==> src/sv/tcr_pkg.sv <==
package tcr_pkg;

  localparam int SPAN_W   = 16;
  localparam int PANEL_W  = 12;
  localparam int WEIGHT_W = 5;
  localparam int QUOT_W   = 12;
  localparam int MUL_W    = SPAN_W + PANEL_W;
  localparam int FIELD_W  = 12;

  typedef enum logic [2:0] {
    CFG_POWERED_ON,
    CFG_RESUME_MODE,
    CFG_SENSOR_X_SPAN,
    CFG_SENSOR_Y_SPAN,
    CFG_PANEL_WIDTH,
    CFG_PANEL_HEIGHT,
    CFG_NEW_WEIGHT,
    CFG_OLD_WEIGHT
  } cfg_index_t;

  localparam logic EV_PRESS   = 1'b0;
  localparam logic EV_RELEASE = 1'b1;

endpackage

==> src/sv/tcr_mul.sv <==
module tcr_mul import tcr_pkg::*; (
  input  logic               clk,
  input  logic               rst,
  input  logic               start,
  input  logic [SPAN_W-1:0]  a,
  input  logic [PANEL_W-1:0] b,
  output logic               done,
  output logic [MUL_W-1:0]   prod
);

  localparam int CNT_W = $clog2(PANEL_W + 1);

  logic [SPAN_W-1:0]  a_r;
  logic [PANEL_W-1:0] b_sh;
  logic [CNT_W-1:0]   cnt;

  always_ff @(posedge clk) begin
    if (rst) begin
      cnt  <= '0;
      done <= 1'b0;
    end else begin
      done <= !start && (cnt == CNT_W'(1));
      if (start) begin
        prod <= '0;
        a_r  <= a;
        b_sh <= b;
        cnt  <= CNT_W'(PANEL_W);
      end else if (cnt != '0) begin
        prod <= {prod[MUL_W-2:0], 1'b0} + (b_sh[PANEL_W-1] ? MUL_W'(a_r) : '0);
        b_sh <= {b_sh[PANEL_W-2:0], 1'b0};
        cnt  <= cnt - 1'b1;
      end
    end
  end

endmodule

==> src/sv/tcr_div.sv <==
module tcr_div import tcr_pkg::*; (
  input  logic              clk,
  input  logic              rst,
  input  logic              start,
  input  logic [MUL_W-1:0]  num,
  input  logic [SPAN_W-1:0] den,
  output logic              done,
  output logic [QUOT_W-1:0] quot
);

  localparam int CNT_W = $clog2(QUOT_W + 1);

  logic [SPAN_W-1:0] rem;
  logic [QUOT_W-1:0] lo;
  logic [CNT_W-1:0]  cnt;
  logic [SPAN_W:0]   trial;
  logic              ge;

  assign trial = {rem, lo[QUOT_W-1]};
  assign ge    = trial >= {1'b0, den};

  always_ff @(posedge clk) begin
    if (rst) begin
      cnt  <= '0;
      done <= 1'b0;
    end else begin
      done <= !start && (cnt == CNT_W'(1));
      if (start) begin
        rem  <= num[MUL_W-1:QUOT_W];
        lo   <= num[QUOT_W-1:0];
        quot <= '0;
        cnt  <= CNT_W'(QUOT_W);
      end else if (cnt != '0) begin
        rem  <= ge ? SPAN_W'(trial - {1'b0, den}) : trial[SPAN_W-1:0];
        lo   <= {lo[QUOT_W-2:0], 1'b0};
        quot <= {quot[QUOT_W-2:0], ge};
        cnt  <= cnt - 1'b1;
      end
    end
  end

endmodule

==> src/sv/tcr_blend.sv <==
module tcr_blend import tcr_pkg::*; #(
  parameter int COORD_BITS = 12
) (
  input  logic                  clk,
  input  logic                  rst,
  input  logic                  start,
  input  logic [COORD_BITS-1:0] coord,
  input  logic [COORD_BITS-1:0] prev,
  input  logic [WEIGHT_W-1:0]   new_weight,
  input  logic [WEIGHT_W-1:0]   old_weight,
  output logic                  done,
  output logic [COORD_BITS-1:0] result
);

  localparam int ACC_W = COORD_BITS + WEIGHT_W + 1;
  localparam int SH_W  = ACC_W - 4;
  localparam int CNT_W = $clog2(WEIGHT_W + 1);
  localparam logic [SH_W-1:0] COORD_MAX_W = SH_W'((32'd1 << COORD_BITS) - 1);

  logic [COORD_BITS-1:0] c_r;
  logic [COORD_BITS-1:0] p_r;
  logic [WEIGHT_W-1:0]   nw_sh;
  logic [WEIGHT_W-1:0]   ow_sh;
  logic [ACC_W-1:0]      acc;
  logic [CNT_W-1:0]      cnt;
  logic [SH_W-1:0]       shifted;

  assign shifted = acc[ACC_W-1:4];
  assign result  = (shifted > COORD_MAX_W) ? COORD_MAX_W[COORD_BITS-1:0]
                                           : shifted[COORD_BITS-1:0];

  always_ff @(posedge clk) begin
    if (rst) begin
      cnt  <= '0;
      done <= 1'b0;
    end else begin
      done <= !start && (cnt == CNT_W'(1));
      if (start) begin
        acc   <= '0;
        c_r   <= coord;
        p_r   <= prev;
        nw_sh <= new_weight;
        ow_sh <= old_weight;
        cnt   <= CNT_W'(WEIGHT_W);
      end else if (cnt != '0) begin
        acc   <= {acc[ACC_W-2:0], 1'b0}
               + (nw_sh[WEIGHT_W-1] ? ACC_W'(c_r) : '0)
               + (ow_sh[WEIGHT_W-1] ? ACC_W'(p_r) : '0);
        nw_sh <= {nw_sh[WEIGHT_W-2:0], 1'b0};
        ow_sh <= {ow_sh[WEIGHT_W-2:0], 1'b0};
        cnt   <= cnt - 1'b1;
      end
    end
  end

endmodule

==> src/sv/touch_report_conditioner_unit.sv <==
// Conditions one touch-controller sample per beat into at most one press or release
// event. A sample that gives a press holds off the input from its acceptance until its
// event enters the output register: x and y are scaled in parallel by a bit-serial
// multiplier (one panel-resolution bit a cycle) and then a restoring divider (one
// quotient bit a cycle), then smoothed by a bit-serial weighting unit unless it is the
// first press, and the event then waits in the hold state until the output register is
// free. A release goes straight to the hold state, and a sample that gives no event
// leaves the input ready. A new sample is taken while an event waits in the output
// register, but the next event is held back until that beat has been accepted.
module touch_report_conditioner_unit import tcr_pkg::*; #(
  parameter int COORD_BITS = 12,
  parameter int RAW_BITS   = 16
) (
  input  logic               clk,
  input  logic               rst,
  input  logic               cfg_write,
  input  logic [2:0]         cfg_index,
  input  logic [15:0]        cfg_data,
  input  logic               sample_valid,
  output logic               sample_ready,
  input  logic               read_ok,
  input  logic [2:0]         touch_count,
  input  logic [15:0]        raw_x,
  input  logic [15:0]        raw_y,
  output logic               event_valid,
  input  logic               event_ready,
  output logic               event_kind,
  output logic [FIELD_W-1:0] panel_x,
  output logic [FIELD_W-1:0] panel_y,
  output logic               pressure,
  output logic [FIELD_W-1:0] smooth_x,
  output logic [FIELD_W-1:0] smooth_y
);

  localparam int SAT_W = QUOT_W + 5;
  localparam logic [SPAN_W-1:0] RAW_MASK = SPAN_W'((32'd1 << RAW_BITS) - 1);
  localparam logic [SAT_W-1:0] COORD_MAX_W = SAT_W'((32'd1 << COORD_BITS) - 1);

  typedef enum logic [2:0] {
    ST_IDLE,
    ST_MUL,
    ST_DIV,
    ST_BLEND,
    ST_HOLD
  } state_t;

  state_t state;

  logic                  powered_on;
  logic                  resume_mode;
  logic [SPAN_W-1:0]     sensor_x_span;
  logic [SPAN_W-1:0]     sensor_y_span;
  logic [PANEL_W-1:0]    panel_width;
  logic [PANEL_W-1:0]    panel_height;
  logic [WEIGHT_W-1:0]   new_weight;
  logic [WEIGHT_W-1:0]   old_weight;

  logic                  finger_down;
  logic                  first_press;
  logic [COORD_BITS-1:0] filtered_x;
  logic [COORD_BITS-1:0] filtered_y;
  logic                  pend_kind;
  logic [COORD_BITS-1:0] pend_x;
  logic [COORD_BITS-1:0] pend_y;

  logic [SPAN_W-1:0]     rx;
  logic [SPAN_W-1:0]     ry;
  logic [SPAN_W-1:0]     dy;
  logic                  accept;
  logic                  in_span;
  logic                  press;
  logic                  release_now;
  logic                  out_free;

  logic                  mulx_done;
  logic                  muly_done;
  logic [MUL_W-1:0]      prod_x;
  logic [MUL_W-1:0]      prod_y;
  logic                  divx_done;
  logic                  divy_done;
  logic [QUOT_W-1:0]     quot_x;
  logic [QUOT_W-1:0]     quot_y;
  logic [COORD_BITS-1:0] sat_x;
  logic [COORD_BITS-1:0] sat_y;
  logic                  blendx_done;
  logic                  blendy_done;
  logic [COORD_BITS-1:0] blend_x;
  logic [COORD_BITS-1:0] blend_y;

  assign rx           = raw_x & RAW_MASK;
  assign ry           = raw_y & RAW_MASK;
  assign dy           = sensor_y_span - ry;
  assign sample_ready = (state == ST_IDLE);
  assign accept       = sample_valid && sample_ready;
  assign in_span      = (rx != '0) && (rx < sensor_x_span) &&
                        (ry != '0) && (ry < sensor_y_span);
  assign press        = accept && powered_on && read_ok &&
                        (touch_count != 3'd0) && in_span;
  assign release_now  = accept && finger_down &&
                        ((!powered_on && resume_mode) ||
                         (powered_on && read_ok && (touch_count == 3'd0)));
  assign out_free     = !event_valid || event_ready;

  assign sat_x = ({5'b0, quot_x} > COORD_MAX_W) ? COORD_MAX_W[COORD_BITS-1:0]
                                                : COORD_BITS'(quot_x);
  assign sat_y = ({5'b0, quot_y} > COORD_MAX_W) ? COORD_MAX_W[COORD_BITS-1:0]
                                                : COORD_BITS'(quot_y);

  tcr_mul u_mul_x (
    .clk(clk), .rst(rst), .start(press), .a(rx), .b(panel_width),
    .done(mulx_done), .prod(prod_x)
  );

  tcr_mul u_mul_y (
    .clk(clk), .rst(rst), .start(press), .a(dy), .b(panel_height),
    .done(muly_done), .prod(prod_y)
  );

  tcr_div u_div_x (
    .clk(clk), .rst(rst), .start(mulx_done), .num(prod_x), .den(sensor_x_span),
    .done(divx_done), .quot(quot_x)
  );

  tcr_div u_div_y (
    .clk(clk), .rst(rst), .start(muly_done), .num(prod_y), .den(sensor_y_span),
    .done(divy_done), .quot(quot_y)
  );

  tcr_blend #(.COORD_BITS(COORD_BITS)) u_blend_x (
    .clk(clk), .rst(rst), .start(divx_done && !first_press), .coord(sat_x),
    .prev(filtered_x), .new_weight(new_weight), .old_weight(old_weight),
    .done(blendx_done), .result(blend_x)
  );

  tcr_blend #(.COORD_BITS(COORD_BITS)) u_blend_y (
    .clk(clk), .rst(rst), .start(divy_done && !first_press), .coord(sat_y),
    .prev(filtered_y), .new_weight(new_weight), .old_weight(old_weight),
    .done(blendy_done), .result(blend_y)
  );

  always_ff @(posedge clk) begin
    if (rst) begin
      state         <= ST_IDLE;
      powered_on    <= 1'b1;
      resume_mode   <= 1'b0;
      sensor_x_span <= 16'd3537;
      sensor_y_span <= 16'd5880;
      panel_width   <= 12'd640;
      panel_height  <= 12'd960;
      new_weight    <= 5'd6;
      old_weight    <= 5'd10;
      finger_down   <= 1'b0;
      filtered_x    <= '0;
      filtered_y    <= '0;
      event_valid   <= 1'b0;
    end else begin
      if (cfg_write) begin
        case (cfg_index_t'(cfg_index))
          CFG_POWERED_ON:    powered_on    <= cfg_data[0];
          CFG_RESUME_MODE:   resume_mode   <= cfg_data[0];
          CFG_SENSOR_X_SPAN: sensor_x_span <= cfg_data;
          CFG_SENSOR_Y_SPAN: sensor_y_span <= cfg_data;
          CFG_PANEL_WIDTH:   panel_width   <= cfg_data[PANEL_W-1:0];
          CFG_PANEL_HEIGHT:  panel_height  <= cfg_data[PANEL_W-1:0];
          CFG_NEW_WEIGHT:    new_weight    <= cfg_data[WEIGHT_W-1:0];
          CFG_OLD_WEIGHT:    old_weight    <= cfg_data[WEIGHT_W-1:0];
          default: ;
        endcase
      end

      if (event_valid && event_ready && (state != ST_HOLD)) begin
        event_valid <= 1'b0;
      end

      case (state)
        ST_IDLE: begin
          if (press) begin
            first_press <= !finger_down;
            finger_down <= 1'b1;
            state       <= ST_MUL;
          end else if (release_now) begin
            finger_down <= 1'b0;
            pend_kind   <= EV_RELEASE;
            pend_x      <= '0;
            pend_y      <= '0;
            state       <= ST_HOLD;
          end
        end
        ST_MUL: begin
          if (mulx_done) begin
            state <= ST_DIV;
          end
        end
        ST_DIV: begin
          if (divx_done) begin
            pend_kind <= EV_PRESS;
            pend_x    <= sat_x;
            pend_y    <= sat_y;
            if (first_press) begin
              filtered_x <= sat_x;
              filtered_y <= sat_y;
              state      <= ST_HOLD;
            end else begin
              state <= ST_BLEND;
            end
          end
        end
        ST_BLEND: begin
          if (blendx_done && blendy_done) begin
            filtered_x <= blend_x;
            filtered_y <= blend_y;
            state      <= ST_HOLD;
          end
        end
        ST_HOLD: begin
          if (out_free) begin
            event_valid <= 1'b1;
            event_kind  <= pend_kind;
            pressure    <= (pend_kind == EV_PRESS);
            panel_x     <= FIELD_W'(pend_x);
            panel_y     <= FIELD_W'(pend_y);
            smooth_x    <= FIELD_W'(filtered_x);
            smooth_y    <= FIELD_W'(filtered_y);
            state       <= ST_IDLE;
          end
        end
        default: state <= ST_IDLE;
      endcase
    end
  end

endmodule

==> config.mk <==
export PLATFORM = sky130hd
export DESIGN_NAME = touch_report_conditioner_unit
export DESIGN_NICKNAME = d
export VERILOG_FILES = /design/src/sv/tcr_pkg.sv /design/src/sv/tcr_mul.sv /design/src/sv/tcr_div.sv /design/src/sv/tcr_blend.sv /design/src/sv/touch_report_conditioner_unit.sv
export SDC_FILE = /design/constraint.sdc
export NUM_CORES = 1
export LEC_CHECK = 0
export ABC_AREA = 1
export BUFFER_PORTS_ARGS = -buffer_cell sky130_fd_sc_hd__buf_2
export CAP_MARGIN = 20
export CORE_MARGIN = 5
export CORE_UTILIZATION = 34
export CTS_CLUSTER_DIAMETER = 200
export CTS_CLUSTER_SIZE = 12
export DETAILED_ROUTE_END_ITERATION = 8
export PLACE_DENSITY_LB_ADDON = 0.12
export SYNTH_ARGS = -nofsm -noshare
export SYNTH_HDL_FRONTEND = slang
export SYNTH_SLANG_ARGS = --single-unit
==> constraint.sdc <==
create_clock -name clk -period 13.8 [get_ports clk]
set_clock_uncertainty 0.1 [all_clocks]
set_input_delay 2.76 -clock clk [delete_from_list [all_inputs] [get_ports clk]]
set_output_delay 2.76 -clock clk [all_outputs]
set_load 0.02 [all_outputs]
Word-level counts from Yosys, hierarchy flattened
Cells that the tools add are included.

storage, ports and cells
  bits of input ports = 60
  logic and storage cells = 275
  output and inout bits = 52
  ROM bits = 0
  latch bits = 0
  memories = 0
  register bits = 497
  bits in writable memories = 0

operators by class
  add/sub/neg operators = 15
  equal/unequal tests = 26
  divide/modulo/power cells = 0
  multiply operators = 0
  order comparisons = 6
  mux-type cells = 79
  shift-type cells = 0
  reduce and logical (&&, ||, !) cells = 84
  bitwise gates (word level) = 2

operator list
  kind                  number
  $mux 12               26
  $mux 16               8
  $pmux 12 s2           4
  $add 18x18->18        4
  $add 28x28->28        2
  $mux 28               2
  $sub 16x16->16        3
  $mux 5                8
  $mux 18               2
  $reduce_and 2->1      18
  $ge 17x16->1          2
  $mux 3                11
  $lt 16x16->1          2
  $mux 4                8
  $reduce_bool 16->1    2
  $gt 14x12->1 const B  2
  $logic_and 1x1->1     24
  $reduce_bool 2->1     9
  $eq 4x1->1 const B    4
  $reduce_bool 4->1     4
  $sub 4x1->4 const B   4
  $eq 3x3->1 const B    5
  $pmux 3 s5            1
  $eq 3x1->1 const B    4
  17 further kinds      53

Depth between registers and ports, before layout
  word-level depth = 8
  gate-level depth with buffers = 17
  depth with buffers taken out = 16

Hierarchy
From an unflattened synthesis, not the netlist that was laid out.

second synthesis, totals
  cell total of the unflattened synthesis = 3,590
  area, all modules = 28,716.3 um2

modules (own cells, without submodules)
  module                         area each (um2)  cells an instance  sequential area each (um2)  times used
  tcr_mul                        3,926.3          539                1,781.7                     2
  touch_report_conditioner_unit  7,581.0          848                4,224.1                     1
  tcr_blend at u_blend_y         3,347.0          386                1,641.6                     1
  tcr_blend at u_blend_x         3,329.4          386                1,641.6                     1
  tcr_div at u_div_x             3,305.7          449                1,301.2                     1
  tcr_div at u_div_y             3,300.7          443                1,301.2                     1

Least setup slack after synthesis
Ideal clock, no wire load.

  path type = input-to-reg
  start = input port rst
  end = register event_kind (enable)
  path buffers = 1
  setup slack = 6.770 ns
  required time = 13.181 ns
  arrival = 6.410 ns
  stages = 2
  setup time = 0.519 ns
  cells stage by stage = clkbuf_1 nor3_1

between the ends
  longest elaborated chain between the ends = 2

ends and longest elaborated chain
  element                            RTL line                              RTL
  from (decl)                        touch_report_conditioner_unit.sv:15   input logic rst,
  $not 1->1 (no source line)         n/a
  $reduce_and 3->1 (no source line)  n/a
  to (signal assigned)               touch_report_conditioner_unit.sv:218  event_kind <= pend_kind;
  to (decl)                          touch_report_conditioner_unit.sv:27   output logic event_kind,

No other way between the ends.
A chain may end at the register's enable or synchronous reset.

Final worst setup path
  start = input port raw_y[0]
  end = register u_mul_x.prod[17] (enable)

between the ends
  longest elaborated chain between the ends = 6
  elaborated cells on any way between the ends = 7
  classes of those cells = order compare: 1; reduce/logical: 6

ends and longest elaborated chain
  element                                               RTL line                             RTL
  from (decl)                                           touch_report_conditioner_unit.sv:24  input logic [15:0] raw_y,
  branches (longest 2 deep; another with $lt 16x16->1)  n/a
  $logic_and 1x1->1 *                                   touch_report_conditioner_unit.sv:96  (ry != '0) && (ry < sensor_y_span);
  $logic_and 1x1->1 *                                   touch_report_conditioner_unit.sv:98  (touch_count != 3'd0) && in_span;
  $reduce_bool 2->1 (no source line) *                  n/a
  $reduce_and 2->1 (no source line) *                   n/a
  to (signal assigned)                                  tcr_mul.sv:29                        prod <= {prod[MUL_W-2:0], 1'b0} + (b_sh[PANEL_W-1] ? MUL_W'(a_r) : '0);
  to (decl)                                             tcr_mul.sv:8                         output logic [MUL_W-1:0] prod

Mark *: on every way between the ends.

==> key figures <==
Place
  • Area after DPL: 27400 sq um
  • Dpl cells: 3847
  • Global placement routability congestion: 0.886
  • I/O Buffers: 111
  • Post-DP HPWL: 49900 um

Synthesis
  • Sequential share of the synthesized area: 53.2%
  • Number of enable flip-flop cells after synthesis: 372
  • Post-Syn Instances: 2823
  • Synth Cell Area: 25700 sq um
  • Ys Warns: 0
  • Seq cells post-synth: 497
  • Synth cell types: 49
  • Adder-cell area share of the yosys netlist: 8.74%
  • Largest family of logic cells by synthesized area: simple AND/OR/NAND/NOR gates
  • Syn Nets: 3045
  • Xor and xnor area share after synthesis: 1.81%
  • Simple-gate share of the synthesized area: 18.4%
  • Fraction of registers with async set/reset: 0%
  • Mux cell area share after synthesis: 0%
  • Top_reg_cell synth: edfxtp_1
  • Post-synthesis compound-gate area fraction: 11.1%
  • Syn Area/Cell: 9.10 sq um

Worst setup path
  • Crit end category: flop
  • WP data arrival: 5820 ps
  • Crit Path Max Fanout: 42
  • Worst Path Class, Setup: input port to flop
  • CP startpoint kind: input port
  • CP Data Required Time: 13940 ps

Timing
  • Max Freq: 176 MHz
  • Post-route clock period utilization: 41.2%
  • Hold_ws: 313 ps
  • Setup repair after global routing missed its margin: no
  • Tmin final: 5690 ps
  • Worst-Margin Slew: 1060 ps
  • Final setup violation count: 0
  • Final Hold Viols: 0
  • TNS Setup: 0 ps
  • Max transition margin: 29.3%
  • Max-slew violations: 0

Clock network
  • CTS tree: built
  • Clock Tree Buf Depth: 3
  • Setup Buffers After CTS: 0
  • CTS clk-pin slew, worst paths: 60 ps
  • Resized cells post-CTS: 0
  • Cts hold-fix bufs: 0
  • CTS Sinks: 497
  • Num CTS Buffers: 47
  • Root Driver: clkbuf_16
  • H-tree levels: 2
  • Worst skew pair latency: 590 ps

Route
  • Metal2 WL: 31300 um
  • DR WL met3: 2530 um
  • Top Metal Used: met4
  • First drt pass iteration count: 5
  • Via-to-Cell Ratio: 4.88
  • Avg WL per Cell: 17.5 um
  • DRT Wirelength: 68800 um
  • Antenna-violating nets left: 0
  • DRT met1 WL: 33100 um
  • Drc violations: 0
  • Detailed-route via count: 19200
  • Drt first-iter violations: 1426

Final layout
  • Commonest non-fill, non-tap cells in the layout: nand2_1, edfxtp_1, inv_1
  • Synth-to-Final Area Change: 12.0%
  • Total Nets Final: 3151
  • Final instance area: 28800 sq um
  • Share of layout cells above drive strength 1: 7.58%
  • Cell Count, Final, Fillers Out: 3936
  • Antenna cells: 0
  • Most common cell after layout, fill and taps aside: nand2_1

Worst hold path
  • Hold Path Class: flop to flop

Pwr
  • Power Density: 212 nW/um^2
  • VDD IR max: 0.0904 mV
  • Leak: 12.5 nW

Floorplan
  • Initial Utilization: 34.4%
  • Die width: 285 um
  • DIE AREA: 81200 sq um
  • Core ar.: 74700 sq um
  • Number of cell rows: 100
  • Boundary pin count: 112
  • Die Y: 285 um

Global route
  • Initial antenna violation count: 1
  • Largest net degree at the start of global routing: 74
  • First-pass GRT wire length: 108000 um
  • Gr usage total: 16.6%
  • Vias in the first global route: 19100
  • GRT overflow: 0

Flow run
  • Max Cap Viol: 0

Run status
  • Run status: complete, no violations
metrics by stage:
| stage | utilization, % | total power, mW | setup slack [ps] |
|---|---|---|---|
| 4_1_cts | 38.5 | 6.16 | 8130 |
| 3_3_place_gp | 36.6 | 4.85 | 7600 |
| 3_5_place_dp | 36.6 | 4.89 | 7490 |
| 2_1_floorplan | - | 4.21 | 6770 |
| 5_1_grt | 38.5 | 6.61 | 7860 |
| 6_report | 38.5 | 6.09 | 8110 |
cell usage after synthesis, types with 28 or more instances:
| cell | count | share of area, % |
|---|---|---|
| nand2_1 | 595 | 8.7 |
| dfxtp_1 | 125 | 9.7 |
| nor2_1 | 312 | 4.6 |
| nand3b_1 | 35 | 1.0 |
| inv_1 | 365 | 5.3 |
| fa_1 | 29 | 2.3 |
| ha_1 | 133 | 6.5 |
| a21oi_1 | 233 | 4.5 |
| edfxtp_1 | 372 | 43 |
| nor3_1 | 28 | 0.55 |
| nand3_1 | 120 | 2.3 |
| o21ai_0 | 196 | 3.8 |
| xor2_1 | 36 | 1.2 |
| clkbuf_1 | 60 | 0.88 |
flip-flops by register name, summed over array words and instances (netlist names), 16 cells and up:
register / cells
u_mul_x.prod: 28
u_div_x.rem: 16
sensor_x_span: 16
u_blend_x.acc: 18
u_mul_y.a_r: 16
sensor_y_span: 16
u_mul_x.a_r: 16
u_blend_y.acc: 18
u_mul_y.prod: 28
u_div_y.rem: 16
power breakdown:
group	internal [mW]	total, mW	leakage (nW)	switching, mW
sequential	2.19	2.43	4.49	0.240
clock	0.664	1.24	0.652	0.574
combinational	0.845	2.42	7.32	1.58
worst max-delay path, cell delays in order:
cell,delay (ps)
buf_2,110
ha_1,220
fa_1,410
nand3b_1,170
nand2_1,140
nand2_1,70
nand2_1,140
nand2_1,80
nand2_1,130
nand2_1,80
nor2_2,120
nand2_2,150
buf_4,340
a21oi_4,400
buf_4,450
final timing paths:
kind | start | end | slack, ps | cells after the start
setup / recovery | raw_y[0] | u_mul_x.prod[17] | 8110 | 15
setup reg to reg | sensor_y_span[1] | u_mul_x.prod[17] | 9900 | 14
hold / removal | pend_x[0] | panel_x[0] | 310 | 0
hold reg to reg | pend_x[0] | panel_x[0] | 310 | 0
cell families after synthesis:
logic type	Yosys count
xor gates and xnor gates	53
DFF	497
AOI/OAI and AO/OA	523
adders and majority gates	162
and+or+nand+nor	1138
buffers and inverters	450
per-layer routing:
metal | global-route usage (%) | up-vias
met5 | 0 | -
met4 | 4.80 | 0
met3 | 2.19 | 94
met2 | 27.3 | 353
met1 | 23.1 | 9128
li1 | - | 9652
layout make-up:
type                       instances  area [sq um]
fill                            7469         45900
sequential                       497         13700
multi-input combinational       1876         10300
inverter                         368          1380
clock buffer                      86          1370
tap                              969          1210
timing repair buffer             139           806
clock inverter                     1          8.76
Power figures use the tool's default switching activity.
